**src/hw/rtl/aes_pkg.sv**
```systemverilog
// aes_pkg: shared types, constants and byte functions for the aes block cipher
// no dependencies; used by aes_key_sched and aes_block_cipher
package aes_pkg;

	localparam int unsigned MaxRoundsDefault = 14;
	localparam int unsigned CfgIdxW = 3;
	localparam int unsigned CfgDataW = 64;

	localparam logic [CfgIdxW-1:0] REG_KEY_SIZE  = 3'd0;
	localparam logic [CfgIdxW-1:0] REG_KEY_WORD0 = 3'd1;
	localparam logic [CfgIdxW-1:0] REG_KEY_WORD1 = 3'd2;
	localparam logic [CfgIdxW-1:0] REG_KEY_WORD2 = 3'd3;
	localparam logic [CfgIdxW-1:0] REG_KEY_WORD3 = 3'd4;

	localparam logic KIND_ENCRYPT = 1'b0;

	typedef enum logic [1:0] {
		ST_IDLE,
		ST_EXPAND,
		ST_ROUND,
		ST_DONE
	} ctrl_state_t;

	typedef struct packed {
		logic start;
		logic busy;
	} ks_ctrl_t;

	function automatic logic [7:0] xtime(input logic [7:0] a);
		xtime = {a[6:0], 1'b0} ^ (a[7] ? 8'h1b : 8'h00);
	endfunction

	function automatic logic [7:0] gmul(input logic [7:0] a, input logic [7:0] b);
		logic [7:0] acc;
		logic [7:0] x;
		acc = 8'h00;
		x = a;
		for (int i = 0; i < 8; i++) begin
			if (b[i]) acc = acc ^ x;
			x = xtime(x);
		end
		gmul = acc;
	endfunction

	localparam logic [7:0] SBOX [256] = '{
		8'h63,8'h7c,8'h77,8'h7b,8'hf2,8'h6b,8'h6f,8'hc5,8'h30,8'h01,8'h67,8'h2b,8'hfe,8'hd7,8'hab,8'h76,
		8'hca,8'h82,8'hc9,8'h7d,8'hfa,8'h59,8'h47,8'hf0,8'had,8'hd4,8'ha2,8'haf,8'h9c,8'ha4,8'h72,8'hc0,
		8'hb7,8'hfd,8'h93,8'h26,8'h36,8'h3f,8'hf7,8'hcc,8'h34,8'ha5,8'he5,8'hf1,8'h71,8'hd8,8'h31,8'h15,
		8'h04,8'hc7,8'h23,8'hc3,8'h18,8'h96,8'h05,8'h9a,8'h07,8'h12,8'h80,8'he2,8'heb,8'h27,8'hb2,8'h75,
		8'h09,8'h83,8'h2c,8'h1a,8'h1b,8'h6e,8'h5a,8'ha0,8'h52,8'h3b,8'hd6,8'hb3,8'h29,8'he3,8'h2f,8'h84,
		8'h53,8'hd1,8'h00,8'hed,8'h20,8'hfc,8'hb1,8'h5b,8'h6a,8'hcb,8'hbe,8'h39,8'h4a,8'h4c,8'h58,8'hcf,
		8'hd0,8'hef,8'haa,8'hfb,8'h43,8'h4d,8'h33,8'h85,8'h45,8'hf9,8'h02,8'h7f,8'h50,8'h3c,8'h9f,8'ha8,
		8'h51,8'ha3,8'h40,8'h8f,8'h92,8'h9d,8'h38,8'hf5,8'hbc,8'hb6,8'hda,8'h21,8'h10,8'hff,8'hf3,8'hd2,
		8'hcd,8'h0c,8'h13,8'hec,8'h5f,8'h97,8'h44,8'h17,8'hc4,8'ha7,8'h7e,8'h3d,8'h64,8'h5d,8'h19,8'h73,
		8'h60,8'h81,8'h4f,8'hdc,8'h22,8'h2a,8'h90,8'h88,8'h46,8'hee,8'hb8,8'h14,8'hde,8'h5e,8'h0b,8'hdb,
		8'he0,8'h32,8'h3a,8'h0a,8'h49,8'h06,8'h24,8'h5c,8'hc2,8'hd3,8'hac,8'h62,8'h91,8'h95,8'he4,8'h79,
		8'he7,8'hc8,8'h37,8'h6d,8'h8d,8'hd5,8'h4e,8'ha9,8'h6c,8'h56,8'hf4,8'hea,8'h65,8'h7a,8'hae,8'h08,
		8'hba,8'h78,8'h25,8'h2e,8'h1c,8'ha6,8'hb4,8'hc6,8'he8,8'hdd,8'h74,8'h1f,8'h4b,8'hbd,8'h8b,8'h8a,
		8'h70,8'h3e,8'hb5,8'h66,8'h48,8'h03,8'hf6,8'h0e,8'h61,8'h35,8'h57,8'hb9,8'h86,8'hc1,8'h1d,8'h9e,
		8'he1,8'hf8,8'h98,8'h11,8'h69,8'hd9,8'h8e,8'h94,8'h9b,8'h1e,8'h87,8'he9,8'hce,8'h55,8'h28,8'hdf,
		8'h8c,8'ha1,8'h89,8'h0d,8'hbf,8'he6,8'h42,8'h68,8'h41,8'h99,8'h2d,8'h0f,8'hb0,8'h54,8'hbb,8'h16
	};

	localparam logic [7:0] ISBOX [256] = '{
		8'h52,8'h09,8'h6a,8'hd5,8'h30,8'h36,8'ha5,8'h38,8'hbf,8'h40,8'ha3,8'h9e,8'h81,8'hf3,8'hd7,8'hfb,
		8'h7c,8'he3,8'h39,8'h82,8'h9b,8'h2f,8'hff,8'h87,8'h34,8'h8e,8'h43,8'h44,8'hc4,8'hde,8'he9,8'hcb,
		8'h54,8'h7b,8'h94,8'h32,8'ha6,8'hc2,8'h23,8'h3d,8'hee,8'h4c,8'h95,8'h0b,8'h42,8'hfa,8'hc3,8'h4e,
		8'h08,8'h2e,8'ha1,8'h66,8'h28,8'hd9,8'h24,8'hb2,8'h76,8'h5b,8'ha2,8'h49,8'h6d,8'h8b,8'hd1,8'h25,
		8'h72,8'hf8,8'hf6,8'h64,8'h86,8'h68,8'h98,8'h16,8'hd4,8'ha4,8'h5c,8'hcc,8'h5d,8'h65,8'hb6,8'h92,
		8'h6c,8'h70,8'h48,8'h50,8'hfd,8'hed,8'hb9,8'hda,8'h5e,8'h15,8'h46,8'h57,8'ha7,8'h8d,8'h9d,8'h84,
		8'h90,8'hd8,8'hab,8'h00,8'h8c,8'hbc,8'hd3,8'h0a,8'hf7,8'he4,8'h58,8'h05,8'hb8,8'hb3,8'h45,8'h06,
		8'hd0,8'h2c,8'h1e,8'h8f,8'hca,8'h3f,8'h0f,8'h02,8'hc1,8'haf,8'hbd,8'h03,8'h01,8'h13,8'h8a,8'h6b,
		8'h3a,8'h91,8'h11,8'h41,8'h4f,8'h67,8'hdc,8'hea,8'h97,8'hf2,8'hcf,8'hce,8'hf0,8'hb4,8'he6,8'h73,
		8'h96,8'hac,8'h74,8'h22,8'he7,8'had,8'h35,8'h85,8'he2,8'hf9,8'h37,8'he8,8'h1c,8'h75,8'hdf,8'h6e,
		8'h47,8'hf1,8'h1a,8'h71,8'h1d,8'h29,8'hc5,8'h89,8'h6f,8'hb7,8'h62,8'h0e,8'haa,8'h18,8'hbe,8'h1b,
		8'hfc,8'h56,8'h3e,8'h4b,8'hc6,8'hd2,8'h79,8'h20,8'h9a,8'hdb,8'hc0,8'hfe,8'h78,8'hcd,8'h5a,8'hf4,
		8'h1f,8'hdd,8'ha8,8'h33,8'h88,8'h07,8'hc7,8'h31,8'hb1,8'h12,8'h10,8'h59,8'h27,8'h80,8'hec,8'h5f,
		8'h60,8'h51,8'h7f,8'ha9,8'h19,8'hb5,8'h4a,8'h0d,8'h2d,8'he5,8'h7a,8'h9f,8'h93,8'hc9,8'h9c,8'hef,
		8'ha0,8'he0,8'h3b,8'h4d,8'hae,8'h2a,8'hf5,8'hb0,8'hc8,8'heb,8'hbb,8'h3c,8'h83,8'h53,8'h99,8'h61,
		8'h17,8'h2b,8'h04,8'h7e,8'hba,8'h77,8'hd6,8'h26,8'he1,8'h69,8'h14,8'h63,8'h55,8'h21,8'h0c,8'h7d
	};

	function automatic logic [31:0] sub_word(input logic [31:0] w);
		sub_word = {SBOX[w[31:24]], SBOX[w[23:16]], SBOX[w[15:8]], SBOX[w[7:0]]};
	endfunction

endpackage

```
**src/hw/rtl/aes_key_sched.sv**
```systemverilog
// aes_key_sched: round-key expansion, one word a cycle, into a key memory
// depends on aes_pkg; instantiated by aes_block_cipher
module aes_key_sched #(
	parameter int unsigned MAX_ROUNDS = aes_pkg::MaxRoundsDefault
) (
	input  logic                 clk,
	input  logic                 arst_n,
	input  aes_pkg::ks_ctrl_t    ctrl,
	input  logic [1:0]           key_size,
	input  logic [255:0]         key,
	output logic                 done,
	output logic [3:0]           num_rounds,
	input  logic [$clog2(MAX_ROUNDS+1)-1:0] rd_round,
	output logic [127:0]         rd_key
);
	localparam int unsigned Words = 4 * (MAX_ROUNDS + 1);
	localparam int unsigned WIdxW = $clog2(Words + 1);
	localparam int unsigned RowW  = $clog2(MAX_ROUNDS + 1);

	// memory holds one round key (four words) per row; history of last eight words in flops
	logic [127:0] mem [MAX_ROUNDS+1];
	logic [31:0]  win_q [8];
	logic [WIdxW-1:0] idx_q;
	logic [WIdxW-1:0] total;
	logic [3:0]   nk;
	logic [2:0]   pos_q;
	logic [7:0]   rc_q;
	logic         run_q;
	logic [31:0]  prev, back, t, nw;
	logic [127:0] row_q;

	function automatic logic [31:0] sub_word_rot(input logic [31:0] w);
		sub_word_rot = aes_pkg::sub_word({w[23:0], w[31:24]});
	endfunction

	always_comb begin
		unique case (key_size)
			2'd0: begin nk = 4'd4; num_rounds = 4'd10; end
			2'd1: begin nk = 4'd6; num_rounds = 4'd12; end
			default: begin nk = 4'd8; num_rounds = 4'd14; end
		endcase
		total = WIdxW'(4 * (32'(num_rounds) + 1));
	end

	always_comb begin
		prev = win_q[0];
		back = win_q[3'(nk - 4'd1)];
		if (pos_q == 3'd0) begin
			t = sub_word_rot(prev) ^ {rc_q, 24'h0};
		end else if (nk == 4'd8 && pos_q == 3'd4) begin
			t = aes_pkg::sub_word(prev);
		end else begin
			t = prev;
		end
		nw = back ^ t;
	end

	always_ff @(posedge clk or negedge arst_n) begin
		if (!arst_n) begin
			run_q <= 1'b0;
			idx_q <= '0;
			done  <= 1'b0;
		end else if (ctrl.start) begin
			run_q <= 1'b1;
			idx_q <= '0;
			done  <= 1'b0;
		end else if (run_q) begin
			idx_q <= idx_q + 1'b1;
			if (idx_q + 1'b1 == total) begin
				run_q <= 1'b0;
				done  <= 1'b1;
			end
		end else if (ctrl.busy) begin
			done <= done;
		end
	end

	always_ff @(posedge clk) begin
		logic [31:0] w;
		if (ctrl.start) begin
			pos_q <= 3'd0;
			rc_q  <= 8'h01;
		end else if (run_q) begin
			if (idx_q < WIdxW'(nk)) begin
				w = key[255 - 32*int'(idx_q[2:0]) -: 32];
			end else begin
				w = nw;
				if (pos_q == 3'd0) rc_q <= aes_pkg::xtime(rc_q);
				pos_q <= (pos_q + 3'd1 == 3'(nk)) ? 3'd0 : pos_q + 3'd1;
			end
			for (int i = 7; i > 0; i--) win_q[i] <= win_q[i-1];
			win_q[0] <= w;
			row_q <= {row_q[95:0], w};
			if (idx_q[1:0] == 2'd3) mem[RowW'(idx_q >> 2)] <= {row_q[95:0], w};
		end
		rd_key <= mem[rd_round];
	end
endmodule

```
**config.mk**
```make
export PLATFORM = sky130hd
export DESIGN_NAME = aes_key_sched
export DESIGN_NICKNAME = d
export VERILOG_FILES = /design/src/hw/rtl/aes_pkg.sv /design/src/hw/rtl/aes_key_sched.sv
export SDC_FILE = /design/constraint.sdc
export NUM_CORES = 2
export LEC_CHECK = 0
export ABC_AREA = 0
export BUFFER_PORTS_ARGS = -buffer_cell sky130_fd_sc_hd__buf_2
export CORE_UTILIZATION = 45
export DETAILED_ROUTE_END_ITERATION = 10
export PLACE_DENSITY = 0.59
export SYNTH_ARGS = -nofsm -noshare
export SYNTH_HDL_FRONTEND = slang
export SYNTH_SLANG_ARGS = --single-unit
```
**constraint.sdc**
```tcl
create_clock -name clk -period 27.9 [get_ports clk]
set_input_delay 4.185 -clock clk [delete_from_list [all_inputs] [get_ports clk]]
set_output_delay 4.185 -clock clk [all_outputs]
set_load 0.01 [all_outputs]
```
Yosys cells after proc, flatten, opt, wreduce, memory -nomap -nowiden
Memory sizes are Yosys's and may differ from the RTL's. A register that Yosys moved wholly into a read port is not among the register bits.
Cells that the tools add are included.
{ "word_totals": {"mem_bits_ro": 8192, "inputBits": 266, "regBits": 115, "memories": 6, "mem_bits_rw": 2176} }
{ "op_classes": {"n_reduce_logical": 9, "shifts": 1, "n_lt_le_gt_ge": 5, "addsub": 5, "bitwise": 9, "n_mux": 32, "eq_ne": 6} }
{ "memory_table": {"columns": ["memory", "words", "width", "read_ports", "rd_clocked_by_memory_dff", "wr", "line", "text"], "rows": [
  ["(name not given)", 256, 8, 1, 0, 0, "aes_pkg.sv:84", "sub_word = {SBOX[w[31:24]], SBOX[w[23:16]], SBOX[w[15:8]], SBOX[w[7:0]]};"],
  ["(name not given)", 256, 8, 1, 0, 0, "aes_pkg.sv:84", null],
  ["(name not given)", 256, 8, 1, 0, 0, "aes_pkg.sv:84", null],
  ["(name not given)", 256, 8, 1, 0, 0, "aes_pkg.sv:84", null],
  ["mem", 15, 128, 1, 1, 1, "aes_key_sched.sv:21", "logic [127:0] mem [MAX_ROUNDS+1];"],
  ["win_q", 8, 32, 8, 0, 8, "aes_key_sched.sv:22", "logic [31:0] win_q [8];"]
]} }
{ "ops": {"columns": ["op", "count"], "rows": [
  ["$shiftx 287x9->32", 1],
  ["$mux 32", 5],
  ["$mux 8", 8],
  ["$xor 32x32->32", 2],
  ["$ge 9x9->1 const B", 4],
  ["$not 8->9", 4],
  ["$mux 1", 13],
  ["$mux 6", 2],
  ["$sub 8x8->9 const A", 1],
  ["$pmux 4 s2", 1],
  ["$xor 8x5->8", 1],
  ["$add 6x1->6 const B", 1],
  ["$eq 6x6->1", 1],
  ["$lt 6x4->1", 1],
  ["$pmux 3 s2", 1],
  ["$reduce_and 2->1", 3],
  ["$mux 5", 1],
  ["$add 4x1->4 const B", 1],
  ["$eq 4x4->1 const B", 1],
  ["$reduce_bool 2->1", 2],
  ["$add 3x1->3 const B", 1],
  ["$eq 3x3->1", 1],
  ["$eq 3x3->1 const B", 1],
  ["$logic_not 3->1", 1],
  ["8 further kinds", 9]
]} }

Logic depth before layout (Yosys ltp)
An unclocked memory read counts as a cell.
{ "depth": {"ltp_word": 11, "mapped_depth": 14, "mapped_depth_nobuf": 11} }

Worst setup path after synthesis
No wires, ideal clock.
{ "synth_timing": {"path_kind": "input to register", "startpoint": "input port ctrl[1] in the netlist's numbering", "endpoint": "memory mem[4][0], enable pin", "setup_ns": 0.615, "arrival_ns": 21.995, "n_path_buf": 0, "required_ns": 27.285, "slack_ns": 5.290, "cell_stages": 3, "path_cell_list": "nor2_1 nand3b_1 nor2_1"} }
{ "synth_via": {"elab_chain_len": 2} }
{ "synth_rtl": {"columns": ["item", "line", "text"], "rows": [
  ["start: declaration", "aes_key_sched.sv:8", "input aes_pkg::ks_ctrl_t ctrl,"],
  ["$mux 1", "aes_key_sched.sv:80", "if (ctrl.start) begin"],
  ["$mux 1 (not written as such)", "aes_key_sched.sv:94", "if (idx_q[1:0] == 2'd3) mem[RowW'(idx_q >> 2)] <= {row_q[95:0], w};"],
  ["end: declaration", "aes_key_sched.sv:21", null]
]} }
Every way passes these cells.

Final worst setup path
{ "layout_timing": {"startpoint": "input port key_size[1]", "endpoint": "output port num_rounds[1]"} }
{ "layout_via": {"elab_chain_len": 2, "word_cells_on_any_way": 3} }
{ "layout_rtl": {"columns": ["item", "line", "text"], "rows": [
  ["start: declaration", "aes_key_sched.sv:9", "input logic [1:0] key_size,"],
  ["$eq 2x1->1 / $logic_not 2->1 (equally long branches)", "aes_key_sched.sv:37", "unique case (key_size)"],
  ["$pmux 3 s2 *", "aes_key_sched.sv:37", null],
  ["end: declaration", "aes_key_sched.sv:12", "output logic [3:0] num_rounds,"]
]} }
Every way passes the cells marked *; elsewhere a longest branch is shown, timed or not.

==> results_tabular.tex <==
\begin{tabular}{lr}
\hline
Metric & Value \\
\hline
\multicolumn{2}{l}{\textbf{Layout}} \\
\quad Final Net Count & 6,733 \\
\quad Growth of design area from synthesis to finish & 12.4\% \\
\quad Most frequent standard cell in the layout excluding fill and tap cells & sky130\_fd\_sc\_hd\_\_edfxtp\_1 \\
\quad Most used cells in the layout excluding fill and tap cells & sky130\_fd\_sc\_hd\_\_edfxtp\_1 (2,176), sky130\_fd\_sc\_hd\_\_mux4\_2 (602), sky130\_fd\_sc\_hd\_\_buf\_2 (391) \\
\quad Final core utilization & about 51\% \\
\quad Proportion of layout cells with a drive suffix above 1 & 23.8\% \\
\multicolumn{2}{l}{\textbf{GRT}} \\
\quad M2 GR Usage & between 40\% and 50\% \\
\quad Grt met1 use & 39.0\% \\
\quad Total overflow reported by the global router & 0 \\
\quad Met3 GRT Util & 4.31\% \\
\quad Number of global-route vias before repair & 59,306 \\
\quad Grt peak-use layer & met2 \\
\quad Total global routing track utilization & 27.1\% \\
\quad Wire length of the first global-routing pass & 437,000 um \\
\quad Antenna violations before repair & 22 \\
\quad Pin count of the biggest net entering global routing & 164 \\
\multicolumn{2}{l}{\textbf{Drt}} \\
\quad Number of nets with antenna violations after routing & 0 \\
\quad Number of vias in the routed layout & 60,413 \\
\quad Residual DRC count & 0 \\
\quad Via density per instance & 6.30 \\
\quad Number of iterations in the first detailed-routing pass & 8 \\
\quad 1st-iter DRT viols & 7,744 \\
\quad Detailed-route wire length per cell & 32.1 um \\
\quad DRT Wirelength & 308,000 um \\
\multicolumn{2}{l}{\textbf{Worst setup path}} \\
\quad Most repeated library cell on the critical path & sky130\_fd\_sc\_hd\_\_buf\_2 \\
\quad Largest stage delay, worst path & 560 ps \\
\quad Worst Path Max Fanout & 69 \\
\quad Gate family responsible for the most delay along the worst path & buffers and inverters \\
\quad Setup Crit Path Kind & in -> out \\
\quad Slowest stage cell on the critical path & sky130\_fd\_sc\_hd\_\_buf\_4 \\
\quad Critical path capture point type & output pin \\
\quad Startpoint kind of the worst setup timing path & input port \\
\quad Required arrival time at the worst endpoint & roughly 24,000 ps \\
\quad Buffering stage count on the worst path with inverters included & 4 \\
\quad Worst path arrival time & 5660 ps \\
\quad CP cell instances & buf\_2, buf\_4, inv\_1, nand2\_1, buf\_2 \\
\quad Flop-to-flop setup slack & 21,740 ps \\
\multicolumn{2}{l}{\textbf{STA}} \\
\quad Min Clock Period, post-route & 9840 ps \\
\quad Slew HR & 12.9\% \\
\quad Final sum of negative setup slack & 0 ps \\
\quad Period utilisation layout & around a third \\
\quad Setup violators final & 0 \\
\quad Final Skew & 60.1 ps \\
\quad Pins over their slew limit & 0 \\
\quad Unrepaired setup endpoints after global routing & no \\
\quad Number of failing hold endpoints at the final stage & 0 \\
\quad Highest clock rate & roughly 0.10 GHz \\
\quad Worst hold margin & between 400 and 500 ps \\
\quad Final WS setup & between 15,000 and 20,000 ps \\
\quad Pin slew with the least headroom to its limit & 1270 ps \\
\multicolumn{2}{l}{\textbf{Logic synthesis}} \\
\quad Cells after Synth & 6,114 \\
\quad Post-synth EDFFs & 2,176 \\
\quad Unique masters post-synth & 96 \\
\quad Number of nets in the synthesized netlist & 6,446 \\
\quad Synthesis warning total & 0 \\
\quad Netlist area before placement & 101,000 sq um \\
\quad Share of flip-flops with an asynchronous set or reset & less than 1\% \\
\quad Register area share after synthesis & around two thirds \\
\quad Flip-flop cell with the highest count after synthesis & sky130\_fd\_sc\_hd\_\_edfxtp\_1 \\
\quad Average cell area after synthesis & 16.5 sq um \\
\quad Number of synthesized register bits & roughly 2,300 \\
\multicolumn{2}{l}{\textbf{Clock tree}} \\
\quad Number of buffers created by CTS & 228 \\
\quad Clk Tree Root Cell & sky130\_fd\_sc\_hd\_\_clkbuf\_16 \\
\quad Clock Sink Count & 2,323 \\
\quad Insertion delay of the later-clocked pin in the worst-skew pair & 900 ps \\
\quad TritonCTS clock tree & done \\
\quad Buffer count from post-CTS setup fixing & 0 \\
\quad Worst-path clk slew & 60 ps \\
\quad Post-cts sizing count & 0 \\
\quad Deepest clock path buffer count & 3 \\
\quad Maximum level of the CTS H-tree & 4 \\
\quad Hold-fix buffers, CTS & 0 \\
\multicolumn{2}{l}{\textbf{Placement}} \\
\quad Number of buffer cells added on primary ports & 395 \\
\quad Global placer's final weighted congestion & 0.968 \\
\quad Final HPWL DP & 183,000 um \\
\quad Setup slack at placement & 18,060 ps \\
\multicolumn{2}{l}{\textbf{Status}} \\
\quad Result of the run & complete, no violations \\
\multicolumn{2}{l}{\textbf{Floorplanning}} \\
\quad Starting Density & 45.4\% \\
\quad Die Height & 476 um \\
\quad Total Die Area & 227,000 sq um \\
\quad Placeable core area & 223,000 sq um \\
\quad Die X-Extent & 476 um \\
\quad Site Rows & between 150 and 200 \\
\quad Number of ports placed on the die boundary & 399 \\
\multicolumn{2}{l}{\textbf{Power and ir drop}} \\
\quad Part of the power in combinational logic & 17.8\% \\
\quad Total power divided by cell area & 76.5 nW/um\^{}2 \\
\quad Sw Pwr & 2.48 mW \\
\quad Total internal power & 6.22 mW \\
\quad Sequential fraction of design power & 47.0\% \\
\quad Worst supply voltage drop on vdd & 0.0000641 V \\
\quad Clock share of power & between 30\% and 40\% \\
\quad LEAKAGE & 37.2 nW \\
\quad Switching part of the total power & 28.5\% \\
\multicolumn{2}{l}{\textbf{Hold path}} \\
\quad Hold WC Path Type & reg -> reg \\
\multicolumn{2}{l}{\textbf{Job}} \\
\quad Max\_cap viols & 0 \\
\hline
\end{tabular}
-- logic make-up after synthesis --
| family | count (synthesis) | share of synthesized area [%] |
|---|---|---|
| buffers and inverters | 543 | 2.34 |
| multiplexers | 808 | 15.5 |
| other | 2 | 0.00743 |
| adder cells (fa/ha/maj) | 66 | 0.816 |
| flip-flops | 2323 | 67.6 |
| AND/OR/NAND/NOR | 1134 | 5.53 |
| AO/OA/AOI/OAI | 1181 | 7.80 |
| XOR/XNOR | 57 | 0.494 |
-- per-stage QoR --
step	std cells	area [sq um]	total power, mW
after floorplan	6114	101000	5.06
after detailed placement	9146	106000	5.67
after global routing	9585	114000	8.96
after global placement	9146	106000	5.67
final	9588	114000	8.70
after CTS	9579	114000	8.73
-- layout make-up --
class	count	area [sq um]
repair buffers	553	3340
clock buffers	311	6190
inverters	47	176
diodes	9	22.5
well taps	2975	3720
flip-flops and latches	2323	68300
fillers	18221	109000
clock inverters	122	1330
multi-input cells	3248	30600
-- sequential cells by signal (all words and copies together), names as in the netlist --
| signal | count |
|---|---|
| mem | 1920 |
| run_q | 1 |
| rd_key | 128 |
| row_q | 2 |
| rc_q | 8 |
| idx_q | 6 |
| win_q | 254 |
| done | 1 |
| pos_q | 3 |
-- power groups by stage --
stage	Combinational (mW)	Clock (mW)	Sequential (mW)
after floorplan	0.924	0	4.14
after global placement	1.52	0	4.15
after detailed placement	1.51	0	4.16
after CTS	1.52	3.13	4.08
after global routing	1.62	3.25	4.09
final	1.55	3.07	4.08
-- worst paths after layout --
path,startpoint,depth (start not counted),end
max in group asynchronous,arst_n,1,idx_q[2]
min in group asynchronous,arst_n,1,idx_q[0]
min reg2reg,win_q[6][19],0,win_q[7][19]
max reg2reg,win_q[0][9],10,win_q[0][12]
min,win_q[6][19],0,win_q[7][19]
max,key_size[1],5,num_rounds[1]
-- worst register-to-register path: stages (launching register included) --
cell	delay (ps)
sky130_fd_sc_hd__edfxtp_1	550
sky130_fd_sc_hd__clkinv_1	640
sky130_fd_sc_hd__ha_1	990
sky130_fd_sc_hd__nand2b_1	450
sky130_fd_sc_hd__nand2_1	170
sky130_fd_sc_hd__mux4_2	540
sky130_fd_sc_hd__a221oi_2	410
sky130_fd_sc_hd__o32ai_1	250
sky130_fd_sc_hd__a222oi_1	610
sky130_fd_sc_hd__xnor2_1	210
sky130_fd_sc_hd__a21oi_1	1000
-- Yosys cell counts, drive strengths merged (17+ instances only) --
library cell	count	area [sq um]
a2111oi	18	158
a211oi	86	651
a21o	19	143
a21oi	252	1260
a221oi	20	188
a311oi	54	479
a31oi	48	300
and2	28	176
and3	21	131
buf	237	1210
clkbuf	259	973
dfxtp	139	2780
edfxtp	2176	65300
ha	66	826
inv	40	150
mux2i	191	1910
mux4	602	13600
nand2	330	1240
nand2b	102	638
nand3	81	405
nor2	223	840
nor2b	113	707
nor3	97	485
o211ai	48	360
o21a	17	128
o21ai	309	1550
o221ai	31	278
o22ai	28	175
o311ai	46	403
o31ai	33	248
or2	31	196
or3	22	138
xnor2	41	359
-- routing by layer --
layer	wire length (um)	share of wire (%)
met5	44	0.014
met4	10500	3.4
met3	21800	7.1
met2	143000	46
met1	133000	43
(Power assumes the default switching activity.)
